[src/tlb_divider.sv]
`default_nettype none
module tlb_divider #(
  parameter int NUM_W = 64,
  parameter int DEN_W = 34
) (
  input  wire logic             clk,
  input  wire logic             rst,
  input  wire logic             start,
  input  wire logic [NUM_W-1:0] numer,
  input  wire logic [DEN_W-1:0] denom,
  output logic                  done,
  output logic [NUM_W-1:0]      quot
);

  localparam int CNT_W = $clog2(NUM_W + 1);

  logic [DEN_W-1:0] rem;
  logic [DEN_W-1:0] den;
  logic [CNT_W-1:0] count;
  logic             busy;
  logic [DEN_W:0]   trial;
  logic             fits;

  // One quotient bit per cycle, restoring
  assign trial = {rem, quot[NUM_W-1]};
  assign fits  = trial >= {1'b0, den};

  // Count iterations
  always_ff @(posedge clk) begin
    if (rst) begin
      busy  <= 1'b0;
      done  <= 1'b0;
      count <= '0;
    end else begin
      done <= 1'b0;
      if (start) begin
        busy  <= 1'b1;
        count <= CNT_W'(NUM_W);
      end else if (busy) begin
        count <= count - 1'b1;
        if (count == CNT_W'(1)) begin
          busy <= 1'b0;
          done <= 1'b1;
        end
      end
    end
  end

  // Shift remainder and quotient
  always_ff @(posedge clk) begin
    if (start) begin
      rem  <= '0;
      den  <= denom;
      quot <= numer;
    end else if (busy) begin
      rem  <= fits ? DEN_W'(trial - {1'b0, den}) : trial[DEN_W-1:0];
      quot <= {quot[NUM_W-2:0], fits};
    end
  end

endmodule
`default_nettype wire

[config.mk]
export PLATFORM = sky130hd
export DESIGN_NAME = tlb_divider
export DESIGN_NICKNAME = d
export VERILOG_FILES = /design/src/tlb_divider.sv
export SDC_FILE = /design/constraint.sdc
export NUM_CORES = 1
export LEC_CHECK = 0
export BUFFER_PORTS_ARGS = -buffer_cell sky130_fd_sc_hd__buf_4
export CAP_MARGIN = 5
export CORE_MARGIN = 3
export CORE_UTILIZATION = 45
export CTS_CLUSTER_SIZE = 16
export DETAILED_ROUTE_END_ITERATION = 8
export HOLD_SLACK_MARGIN = 0.05
export PLACE_DENSITY_LB_ADDON = 0.12
export SLEW_MARGIN = 20
export SYNTH_ARGS = -nofsm -noshare
export SYNTH_HDL_FRONTEND = slang
export SYNTH_SLANG_ARGS = --single-unit
[constraint.sdc]
create_clock -name clk -period 3 [get_ports clk]
set_clock_uncertainty 0.2 [all_clocks]
set_input_delay 0.45 -clock clk [delete_from_list [all_inputs] [get_ports clk]]
set_output_delay 0.45 -clock clk [all_outputs]
set_load 0.01 [all_outputs]
# After elaboration in Yosys (flattened, before gate mapping)
# Cells that the tools add are included.
[totals]
word_cells = 24
output_inout_bits = 65
register_bits = 141
[op_classes]
add_sub_neg = 2
bitwise = 1
n_mux = 9
n_eq_ne = 1
reduce_logical = 3
n_lt_le_gt_ge = 1
[ops]
columns = ["operator", "n"]
rows = [
  ["$mux W64", 2],
  ["$ge A35 B34 Y1", 1],
  ["$mux W34", 1],
  ["$sub A34 B34 Y34", 1],
  ["$mux W7", 2],
  ["$eq A7 B1 Y1 const B", 1],
  ["$sub A7 B1 Y7 const B", 1],
  ["$mux W1", 4],
  ["$reduce_or A3 Y1", 1],
  ["$reduce_bool A2 Y1", 1],
  ["$reduce_or A2 Y1", 1],
  ["$not A1 Y1", 1],
]

# Depth between registers and ports, before layout
[logic_depth]
word_depth = 4
depth_mapped = 13
mapped_depth_nobuf = 12

# Worst setup path before layout
# OpenSTA, ideal clock, no wires.
[synth_timing]
path_kind = "register to register"
from = "register den[1]"
to = "register quot[0] (data pin)"
setup_slack_ps = -101
synth_period_minus_slack_ps = 3101
stages_incl_launch_ff = 11
arrival_time_ps = 2642
required_ps = 2540
setup_ps = 260
cell_sequence = "edfxtp_1 -> inv_1 -> ha_1 -> nor2b_1 -> o21ba_1 -> or4_4 -> a31oi_4 -> nor3_2 -> or4_4 -> buf_2 -> mux2_2"
[synth_between]
elab_chain_len = 3
[synth_lines]
columns = ["item", "line_no", "text"]
rows = [
  ["from (decl)", "18", "logic [DEN_W-1:0] den;"],
  ["from (signal assigned)", "53", "den <= denom;"],
  ["$ge A35 B34 Y1", "26", "assign fits = trial >= {1'b0, den};"],
  ["$mux W64", "55", "end else if (busy) begin"],
  ["$mux W64", "51", "if (start) begin"],
  ["to (signal assigned)", "54", "quot <= numer;"],
  ["to (signal assigned)", "57", "quot <= {quot[NUM_W-2:0], fits};"],
  ["to (decl)", "12", "output logic [NUM_W-1:0] quot"],
]
# Every way passes these cells. The select of a mux whose other input is x is not followed.
# A chain may end at the register's enable or synchronous reset.

# Final worst setup path
[layout_timing]
from = "register den[1]"
to = "register rem[12]"
[layout_between]
elab_chain_len = 2
elab_cells_between_ends = 3
classes_between = "1 x add/sub; 1 x order compare; 1 x mux"
[layout_lines]
columns = ["item", "line_no", "text"]
rows = [
  ["$sub A34 B34 Y34 or $ge A35 B34 Y1 (tied branches)", "56, 26", ""],
  ["$mux W34 (*)", "56", "rem <= fits ? DEN_W'(trial - {1'b0, den}) : trial[DEN_W-1:0];"],
  ["to (signal assigned)", "56", ""],
  ["to (decl)", "17", "logic [DEN_W-1:0] rem;"],
]
# Every way passes the cells marked *; elsewhere a longest branch is shown, timed or not.

==> results.tsv <==
metric	value	unit
status	finished, violations left	
failing checks	setup timing	
detailed placement HPWL	14.4	mm
post-route antenna net violation count	0	
internal power of the cells	4.29	mW
overall routing resource usage	0.212	
peak supply drop	0.000441	V
Diodes inserted	0	
post-route DRC violation count	0	
number of buffers inserted by port buffering	165	
ratio of cells with drive above 1 in the final layout	0.437	
Power, Total	6.08	mW
vertical die dimension	139	um
class of the most critical setup path	reg -> reg	
Final min period	3.10	ns
area growth from synthesis to final layout	42.3	%
H-tree levels	4	
number of violations reported at the end of detailed-routing iteration 0	294	
maximum capacitance violations	0	
Max Clock Freq	323	MHz
library cell with the largest summed area after synthesis	edfxtp_1	
Placer Congestion	0.904	
via count of the first global-routing pass	6920	
number of instances in the placed design	1168	
chip width	139	um
LEAKAGE	4.84	nW
post-place instance area	9950	um2
Ports	166	
Min-Delay Path Depth	2	
combinational share of power	0.268	
Hold/Removal Path Class	in -> reg	
net count of the finished layout	1152	
grt total ovfl	0	
count of different cell masters after synthesis	66	
sequential share of the synthesized area	0.478	
number of antenna violations at the first check in global routing	0	
worst path required time	3.06	ns
sink count of the clock tree	141	
Worst R2R Start	den[1]	
Final Max Slew Viols	0	
RSZ-0062 raised after global routing	yes	
clock latency reported for the late side of the worst-skew pair	0.43	ns
final std cells w/o fill	1246	
maximum number of pins on one net before global-route repair	133	
sw power	1.78	mW
CTS tree	yes	
number of failing hold endpoints at the final stage	0	
worst-case setup margin in the final layout	-0.100	ns
endpoint type of the worst setup path	flip-flop	
fraction of post-synthesis cell area in the top cell type by area	0.370	
slew at the pin closest to its max-slew limit	0.765	ns
launch point of the worst hold path	numer[14]	
predominant post-synthesis flop cell	edfxtp_1	
data arrival time of the worst path	3.16	ns
wire length of the first global-routing pass	33.7	mm
syn_area_per_cell	10.9	um2
wire length per cell	16.5	um
count of mapped cells out of synthesis	727	
async set-reset flop share out of synthesis	0	
headroom to the max-slew limit	0.490	
root cell of the clock tree	clkbuf_16	
final wirelength	20.6	mm
Endpoint, Worst Hold	quot[14]	
switching share of power	0.294	
total CTS buffers	17	
die area	19300	um2
Cell Area, Synth	7950	um2
clock group share of total power	0.338	
Vias/cell	5.33	
number of standard-cell rows in the floorplan	47	
internal reg-to-reg setup slack	-0.10	ns
number of synthesized flops with an enable pin	98	
Commonest cells post-synth	edfxtp_1, nand2_1, mux2_2	
Critical Path Fanout Max	15	
Synth Warn #	0	
R2R depth	11	
total of endpoints with negative setup slack in the final report	28	
Worst-path clk slew	0.07	ns
leading cell type by number of instances after synthesis	edfxtp_1	
vias post-DR	6636	
number of buffers on the longest clock path	2	
RR Endpoint	rem[12]	
share of power burned in registers	0.394	
post-synth net total	865	
startpoint type of the worst setup path	flip-flop	
initial cell density of the core	0.470	
total power per unit cell area	537	nW/um2
DRT Pass-1 Iters	4	
share of the clock period used by the worst path	1.03	
cell types occupying the most area after synthesis	edfxtp_1, dfxtp_1, mux2_2	
post-synthesis sequential element count	141	
core area	16900	um2
area of all placed cells without fillers	11300	um2
## cells in the final DEF, fill, tap and decap left out, drive strengths merged, types with 3 or more instances in the layout
cell type	Yosys	layout
a211o	7	7
a211oi	5	5
a21o	13	13
a21oi	38	38
a311oi	21	21
a31oi	7	7
and3	9	9
buf	12	272
clkbuf	26	17
clkinv	0	5
dfxtp	43	43
dlygate4sd3	0	35
edfxtp	98	98
ha	36	36
inv	50	56
mux2	65	65
mux2i	4	4
nand2	79	79
nand3	10	10
nand4	10	10
nor2	55	55
nor2b	3	3
nor3	16	16
nor4	5	5
o211ai	7	7
o21a	5	5
o21ai	24	24
o21bai	7	7
o31ai	5	5
or2	3	3
or3	4	4
or4	4	4
xnor2	18	18
xor2	15	15
## routing by layer
metal	GRT usage	vias to the layer above	wire (um)
met5	0	-	0
met4	0.0695	0	312
met3	0.0755	30	1610
met2	0.356	206	10000
met1	0.254	3155	8630
li1	-	3245	-
## final cells by class
type,count,area (um2)
Inverter,50,188
Multi-Input combinational cell,497,4030
Sequential cell,141,3800
Fill cell,1311,5620
Tap cell,220,275
Timing Repair Buffer,307,2460
Clock buffer,17,425
Clock inverter,14,135
## state kept, by name, indices dropped and copies added, names as in the netlist
register and cells:
count 7, busy 1, quot 64, den 34, rem 34, done 1
## critical path: stages, from the launching register on
cell      delay (ns)
edfxtp_1        0.39
inv_2           0.10
ha_4            0.20
nor2b_4         0.12
o21ba_4         0.19
or4_4           0.50
a31oi_4         0.17
nor3_2          0.07
or4_4           0.56
buf_4           0.23
nand2_1         0.10
a311oi_2        0.10
## power groups by stage
stage / logic (mW) / clock network (mW) / registers [mW]
global route: 1.78 / 2.18 / 2.42
floorplan: 0.822 / 0 / 2.45
CTS: 1.56 / 2.09 / 2.39
finish: 1.63 / 2.06 / 2.40
detailed placement: 1.45 / 0 / 2.42
global placement: 1.43 / 0 / 2.42
## worst max path at each step
stage,startpoint,endpoint,slack [ns],cells after the start
after floorplan,den[4],quot[0],-0.07,11
after global placement,den[4],quot[0],-0.12,9
after detailed placement,den[4],rem[9],-0.15,13
after CTS,den[1],rem[12],-0.12,13
after global routing,den[1],rem[11],-0.20,13
final,den[1],rem[12],-0.10,11
## per-stage QoR
stage / utilization / hold WS, ns / setup slack (ns) / setup TNS (ns)
2_1_floorplan: - / 0.269 / -0.0672 / -0.0672
3_3_place_gp: 0.588 / 0.284 / -0.116 / -2.14
3_5_place_dp: 0.588 / 0.292 / -0.151 / -3.27
4_1_cts: 0.654 / 0.0978 / -0.125 / -2.32
5_1_grt: 0.668 / 0.104 / -0.203 / -5.17
6_report: 0.668 / 0.114 / -0.100 / -1.05
## logic make-up after synthesis
kind of cell / Yosys count / synth area share
mux: 69 / 0.0975
xor+xnor: 33 / 0.0363
fa+ha+maj: 37 / 0.0591
flops: 141 / 0.478
compound gates: 154 / 0.143
simple gates: 204 / 0.126
buf+inv: 89 / 0.0602
## repair_timing
item,in CTS,in global routing
resized for setup,33,38
pin swaps,22,18
endpoints found under the hold margin,36,0
gates cloned,0,0
buffers inserted,8,4
hold buffers,35,0
endpoints found under the setup margin,35,35
Power figures use the tool's default switching activity.
