==> config.mk <==
export PLATFORM = sky130hd
export DESIGN_NAME = tlb_cordic
export DESIGN_NICKNAME = d
export VERILOG_FILES = /design/src/tlb_pkg.sv /design/src/tlb_cordic.sv
export SDC_FILE = /design/constraint.sdc
export NUM_CORES = 1
export LEC_CHECK = 0
export BUFFER_PORTS_ARGS = -buffer_cell sky130_fd_sc_hd__buf_2
export CAP_MARGIN = 5
export CORE_UTILIZATION = 59
export CTS_CLUSTER_DIAMETER = 30
export DETAILED_ROUTE_END_ITERATION = 6
export GPL_TIMING_DRIVEN = 1
export MAX_ROUTING_LAYER = met4
export PLACE_DENSITY = 0.82
export RECOVER_POWER = 50
export SETUP_SLACK_MARGIN = 0.1
export SLEW_MARGIN = 20
export SYNTH_ARGS = -nofsm -noshare
export SYNTH_HDL_FRONTEND = slang
export SYNTH_SLANG_ARGS = --single-unit
==> constraint.sdc <==
create_clock -name clk -period 7.8 [get_ports clk]
set_input_delay 1.56 -clock clk [delete_from_list [all_inputs] [get_ports clk]]
set_output_delay 1.56 -clock clk [all_outputs]
set_load 0.05 [all_outputs]
==> src/tlb_pkg.sv <==
`default_nettype none
package tlb_pkg;

  // Field and datapath widths
  localparam int READ_W    = 12;
  localparam int QF_W      = 16;
  localparam int CF_W      = 12;
  localparam int CUT_W     = 13;
  localparam int OUT_W     = 18;
  localparam int HIST_W    = 26;
  localparam int COEF_W    = 32;
  localparam int TRIG_W    = 32;
  localparam int MUL_W     = 33;
  localparam int DIV_NUM_W = 64;
  localparam int DIV_DEN_W = 34;

  // Register reset values and limits
  localparam logic [QF_W-1:0]  QF_RESET   = 16'd2896;
  localparam logic [QF_W-1:0]  QF_MIN     = 16'd205;
  localparam logic [CF_W-1:0]  CF_RESET   = 12'd82;
  localparam logic [CUT_W-1:0] CUT_RESET  = 13'd1600;
  localparam logic [CUT_W-1:0] CUT_MIN    = 13'd16;
  localparam logic [CUT_W-1:0] CUT_MAX    = 13'd6400;

  // Trig constants in Q28
  localparam logic signed [TRIG_W-1:0] CORDIC_GAIN = 32'sd163008219;
  localparam logic signed [TRIG_W-1:0] HALF_PI_Q28 = 32'sd421657428;
  localparam logic signed [TRIG_W-1:0] PI_Q28      = 32'sd843314857;
  localparam logic [18:0]              LOG2_200_Q16 = 19'd500948;

  // Fixed divides done by reciprocal multiplication
  // e = ((raw * LOG2_200_Q16 + 2047) * RECIP_4095) >> 43, exact for every raw
  localparam logic [31:0] RECIP_4095  = 32'd2148008065;
  localparam logic [31:0] POT_ROUND   = 32'd2047;
  // 2*pi in Q28 is 16000 * ANGLE_WHOLE + ANGLE_FRAC; the fraction part is
  // ((cut * ANGLE_FRAC + 8000) >> 7) * RECIP_125 >> 26
  localparam logic [16:0] ANGLE_WHOLE = 17'd105414;
  localparam logic [12:0] ANGLE_FRAC  = 13'd5713;
  localparam logic [25:0] ANGLE_ROUND = 26'd8000;
  localparam logic [19:0] RECIP_125   = 20'd536871;

  typedef struct packed {
    logic signed [TRIG_W-1:0] x;
    logic signed [TRIG_W-1:0] y;
  } trig_t;

  // Arctangent of 2^-i in Q28
  function automatic logic signed [TRIG_W-1:0] atan_step(input logic [4:0] i);
    logic signed [TRIG_W-1:0] r;
    unique case (i)
      5'd0: r = 32'sd210828714;
      5'd1: r = 32'sd124459457;
      5'd2: r = 32'sd65760959;
      5'd3: r = 32'sd33381290;
      5'd4: r = 32'sd16755423;
      5'd5: r = 32'sd8385879;
      5'd6: r = 32'sd4193963;
      5'd7: r = 32'sd2097109;
      5'd8: r = 32'sd1048571;
      5'd9: r = 32'sd524287;
      default: r = (i <= 5'd28) ? (TRIG_W'(1) << (5'd28 - i)) : '0;
    endcase
    return r;
  endfunction

  // Taylor terms of 2^f in Q30
  function automatic logic [31:0] exp2_term(input logic [2:0] k);
    logic [31:0] r;
    unique case (k)
      3'd0: r = 32'd1073741824;
      3'd1: r = 32'd744261118;
      3'd2: r = 32'd257941248;
      3'd3: r = 32'd59597083;
      3'd4: r = 32'd10327388;
      3'd5: r = 32'd1431680;
      3'd6: r = 32'd165394;
      default: r = '0;
    endcase
    return r;
  endfunction

endpackage
`default_nettype wire

==> src/tlb_cordic.sv <==
`default_nettype none
module tlb_cordic import tlb_pkg::*; #(
  parameter int STEPS = 24
) (
  input  wire logic                     clk,
  input  wire logic                     rst,
  input  wire logic                     start,
  input  wire logic signed [TRIG_W-1:0] theta,
  output logic                          done,
  output trig_t                         res
);

  localparam int IDX_W = $clog2(STEPS);

  logic [IDX_W-1:0]         iter;
  logic                     busy;
  logic signed [TRIG_W-1:0] xr, yr, th;
  logic signed [TRIG_W-1:0] dx, dy, step;

  assign dx   = yr >>> iter;
  assign dy   = xr >>> iter;
  assign step = atan_step(5'(iter));
  assign res  = '{x: xr, y: yr};

  // Sequence the rotations
  always_ff @(posedge clk) begin
    if (rst) begin
      busy <= 1'b0;
      done <= 1'b0;
      iter <= '0;
    end else begin
      done <= 1'b0;
      if (start) begin
        busy <= 1'b1;
        iter <= '0;
      end else if (busy) begin
        iter <= iter + 1'b1;
        if (iter == IDX_W'(STEPS - 1)) begin
          busy <= 1'b0;
          done <= 1'b1;
        end
      end
    end
  end

  // Rotate toward zero residual angle
  always_ff @(posedge clk) begin
    if (start) begin
      xr <= CORDIC_GAIN;
      yr <= '0;
      th <= theta;
    end else if (busy) begin
      if (th >= 0) begin
        xr <= xr - dx;
        yr <= yr + dy;
        th <= th - step;
      end else begin
        xr <= xr + dx;
        yr <= yr - dy;
        th <= th + step;
      end
    end
  end

endmodule
`default_nettype wire
# Yosys cells after proc, flatten, opt, wreduce, memory -nomap -nowiden
# Index checks and enable logic that the tools add are counted.
# op_classes
eq_ne,10
shifts,3
reduce_logical,4
bitwise_logic,1
n_lt_le_gt_ge,2
n_mux,11
add_sub_neg,8
# ops
op,n
$pmux W32 S10,1
$mux W32,6
$add A32 B32 Y32,3
$sub A32 B32 Y32,3
$sshr A32 B5 Y32,2
$ge A32 B1 Y1 const B,1
$shl A1 B5 Y32 const A,1
$eq A5 B3 Y1 const B,4
$eq A5 B2 Y1 const B,2
$eq A5 B4 Y1 const B,2
$add A5 B1 Y5 const B,1
$eq A5 B1 Y1 const B,1
$eq A5 B5 Y1 const B,1
$le A5 B5 Y1 const B,1
$logic_not A5 Y1,1
$sub A5 B5 Y5 const A,1
$mux W1,4
$reduce_or A3 Y1,1
$reduce_bool A2 Y1,1
$reduce_or A2 Y1,1
$not A1 Y1,1
# word_totals
regBits,103
wordCells,45
inputBits,35
out_inout_bits,65

# Longest topological paths before layout
# depth
ltp_word,8
mapped_depth,29
ltp_nobuf,24

# Worst setup path before layout
# Ideal clock, no wire load.
# synth_timing
kind,register to register
start,register iter[0]
end,register th[27] (data pin)
arrival_time_ns,5.826
path_stages_with_launch,24
t_required_ns,7.542
n_path_buf,4
period_less_slack_ns,6.084
slack_ns,1.716
setup_time_ns,0.258
cell_sequence,dfxtp_1 > buf_4 > inv_4 > buf_2 > buf_2 > buf_2 > ha_1 > or2_2 > a21boi_1 > o21ai_0 > a2111oi_0 > o2111ai_1 > o21ai_1 > nand2_1 > xnor2_1 > ha_1 > a21o_1 > a21o_1 > a21oi_1 > o21ai_0 > nor4_1 > o21ai_0 > a2111o_1 > o221a_2
# synth_via
elab_chain_cells,8
word_cells_on_any_way,20
cone_classes,3 x add/sub; 1 x order compare; 9 x eq/ne; 1 x shift; 5 x mux; 1 x reduce/logical
# synth_rtl
element,line,text
start: declaration,tlb_cordic.sv:15,logic [IDX_W-1:0] iter;
start signal: assignment,tlb_cordic.sv:37,iter <= iter + 1'b1;
$sub A5 B5 Y5,tlb_pkg.sv:61,default: r = (i <= 5'd28) ? (TRIG_W'(1) << (5'd28 - i)) : '0;
$shl A1 B5 Y32,tlb_pkg.sv:61,
$mux W32,tlb_pkg.sv:61,
$pmux W32 S10 *,tlb_pkg.sv:50,unique case (i)
$add A32 B32 Y32 / $sub A32 B32 Y32 (equally long branches),"tlb_cordic.sv:60, tlb_cordic.sv:56",
$mux W32 *,tlb_cordic.sv:53,if (th >= 0) begin
$mux W32 *,tlb_cordic.sv:52,end else if (busy) begin
$mux W32 *,tlb_cordic.sv:48,if (start) begin
end signal: assignment,tlb_cordic.sv:51,th <= theta;
end signal: assignment,tlb_cordic.sv:56,th <= th - step;
end signal: assignment,tlb_cordic.sv:60,th <= th + step;
end: declaration,tlb_cordic.sv:17,"logic signed [TRIG_W-1:0] xr, yr, th;"
# Every way passes the cells marked *; elsewhere a longest branch is shown, timed or not. The select of a mux whose other input is x is not followed.
# A chain may end at the register's enable or synchronous reset.

# Worst setup path in the final report
# layout_timing
start,register iter[1]
end,register th[29] (data pin)
# The elaborated chain is that of the path after synthesis.

==> flow_summary.toml <==
[sta]
slew_viol_final = 67
fin_skew_ps = 9.91
hold_ws_ps = 551
setup_violations = 0
final.setup.tns_ps = 0
max_freq_mhz = 139
rsz0062_at_grt = "no"
relSlewSlack_pct = -27.4
finalHoldViolations = 0
fin_crit_sh_pct = 92.3
min_period_ps = 7200
worst_pin_slew_ps = 1910

[worst_setup_path]
r2r_cells = 20
crit_cells = 20
critPathTopFamily = "compound AO/OA/AOI/OAI gates"
worstSetupPathType = "register to register"
cp_slowest_cell = "a2111oi_0"
crit_fanout = 19
crit_required_ps = 7900
critPathMostFrequentCell = "a21oi_1"
path_cells = "inv_1 > ha_1 > or2_2 > a21boi_1 > o211ai_1 > buf_4 > a2111oi_0 > o2111ai_1 > o21ai_1 > xor2_1 > ha_1 > a21o_1 > a21oi_1 > o21ai_0 > a21oi_1 > a21oi_1 > nor4_1 > o21ai_0 > a2111oi_0 > a221oi_1"
cp.arrival_ps = 7300
worst_setup_path_end_kind = "register"
cpPeakStageDelay_ps = 580
cp-start-kind = "register"
crit_buf_inv = 2

[global_routing]
grt_pass1_vias = 15746
grt_pass1_wl_um = 90600
grt_antenna_before_repair = 1
grt_max_degree = 84
grt_overflow = 0
grtUsageTotal_pct = 43.1

[synthesis]
ys.flop_type = "dfxtp_1"
synth_area_sq_um = 16000
avgSynthCellArea_sq_um = 8.01
synthArstFlopShare_pct = 0
yosys_warnings = 0
ys_ff_latch = 103
seq_area_frac_synth_pct = 14.9
netlist_instances = 1992
synth_cell_type_count = 101
synth-edff-count = 32
syn_nets = 2131

[final_layout]
drive_above_1_share_pct = 11.3
fin_nets = 2155
finalCoreUtilization_pct = 64.1
fill_cells = 2310
final_cell_mix = "nand2_1, nor2_1, o21ai_0"
area_growth_pct = 5.67
final_area_sq_um = 16900
final_common_cell = "nand2_1"
stdcell_count = 2357

[clock_network]
clockBufferDepth = 2
worstSkewPairLatency_ps = 380
clock-sinks = 103
cts_made_buffers = 9
cts_setup_buffers = 0
cts_tree = "done"
cts_root_buf = "clkbuf_16"
clkTransAtPathRegs_ps = 80
htreeDepth = 3
post_cts_resized = 0
ctsHoldBuffers = 0

[power_and_ir_drop]
swShare_pct = 54.9
power_density_nw_per_um2 = 364
power_frac_comb_pct = 73.3
p_seq_share_pct = 18.5
p_leak_nw = 6.62
p_switching_w = 0.00337
p_clk_share_pct = 8.2
p_int_w = 0.00277
ir_drop_v = 0.000372

[floorplan]
die_h_um = 166
rows = 59
io_pins = 100
design.core.area_sq_um = 26300
initial_core_util_pct = 60.7
dieArea_sq_um = 27700
die_w_um = 166

[outcome]
status = "finished, violations left"
violations = "DRC, capacitance limit, slew limit"

[routing]
drt-pass1-iter-count = 7
wl_per_cell_um = 24.8
vias = 16832
drcViolationCount = 5
ant_nets = 0
drtIter0Drc = 2038
wirelength_um = 58400
wl_met1_um = 24100
wl_met2_um = 24700
top_layer = "met4"
met3WireLength_um = 6940
avgViaCountPerCell = 7.14

[placement]
dp_hpwl_um = 43600
place_area_sq_um = 16600
gp_routability_congestion = 1.10
dp.cells = 2340
portBuffers = 99

[hold_path]
hold_path_depth = 2
hp-class = "register to register"

[job]
drv_cap = 2
Yosys cell counts (all sizes together), types with 9 or more instances:
master,instances,area share (%)
o31ai,25,1.2
o221ai,9,0.49
nand4,13,0.51
a22oi,13,0.61
o21a,22,1.0
o21ai,154,4.9
and3,10,0.39
and2,13,0.51
mux4,65,9.2
nand2b,25,0.98
o41ai,11,0.65
a31oi,13,0.51
mux2i,107,6.7
inv,50,1.2
xor2,64,3.5
xnor2,88,4.8
edfxtp,32,6.0
or3,15,0.65
clkbuf,64,1.5
nor3,40,1.3
nor4,9,0.43
nand2,197,4.6
o211ai,15,0.71
nand3,37,1.2
o21bai,23,1.1
a22o,9,0.49
buf,63,2.3
a21o,48,2.3
a211o,10,0.55
a21oi,146,4.6
nor2,174,4.1
nand3b,10,0.47
a211oi,31,1.5
nor2b,16,0.63
ha,101,7.9
o22ai,17,0.67
mux2,32,2.3
dfxtp,71,8.9
or2,14,0.55
a221o,12,0.76
final cells by class:
type                            instances  area (sq um)  area share (%)
Tap cell                              335           419            2.49
Antenna cell                            1          2.50          0.0148
Inverter                               52           198            1.17
Sequential cell                       103          2400            14.2
Clock buffer                            9           225            1.34
Timing Repair Buffer                  140           768            4.56
Multi-Input combinational cell       1710         12800            75.7
Clock inverter                          7          78.8           0.468
sequential cells by signal, summed over array words and instances (netlist names):
signal  count
busy        1
done        1
iter        5
th         32
xr         32
yr         32
path summary, 6_finish.rpt:
check | slack [ps] | from | end
min reg2reg | 550 | xr[31] | xr[31]
max reg2reg | 600 | iter[1] | th[29]
max | 600 | iter[1] | th[29]
min | 550 | xr[31] | xr[31]
stage by stage:
step / worst slack, ps / total power, W
final: 600 / 0.00614
after global routing: 106 / 0.00653
after CTS: 856 / 0.00603
after detailed placement: 897 / 0.00550
after global placement: 1080 / 0.00541
after floorplan: 1720 / 0.00440
power groups by stage:
| stage | Clock [W] | Combinational (W) | Sequential (W) |
|---|---|---|---|
| 6_report | 0.000501 | 0.00450 | 0.00114 |
| 2_1_floorplan | 0 | 0.00312 | 0.00128 |
| 4_1_cts | 0.000507 | 0.00442 | 0.00110 |
| 3_3_place_gp | 0 | 0.00430 | 0.00111 |
| 3_5_place_dp | 0 | 0.00439 | 0.00111 |
| 5_1_grt | 0.000515 | 0.00488 | 0.00114 |
worst reg2reg max path, stage by stage, from the launching register on:
cell and delay [ps]:
dfxtp_4 570, inv_1 190, ha_1 450, or2_2 410, a21boi_1 400, o211ai_1 270, buf_4 250, a2111oi_0 580
o2111ai_1 210, o21ai_1 480, xor2_1 250, ha_1 300, a21o_1 180, a21oi_1 170, o21ai_0 190, a21oi_1 320
a21oi_1 220, nor4_1 580, o21ai_0 330, a2111oi_0 480, a221oi_1 90
cells by family after synthesis:
family / share of synthesized area [%]
xor+xnor: 8.35
compound gates: 27.1
buf+inv: 5.04
simple gates: 18.1
fa+ha+maj: 8.30
flops: 14.9
mux: 18.2
layer usage:
metal	track usage, %	up-vias
met5	-	-
met4	19.0	0
met3	10.2	203
met2	62.4	1059
met1	57.1	7980
li1	-	7590
Power figures use the tool's default switching activity.
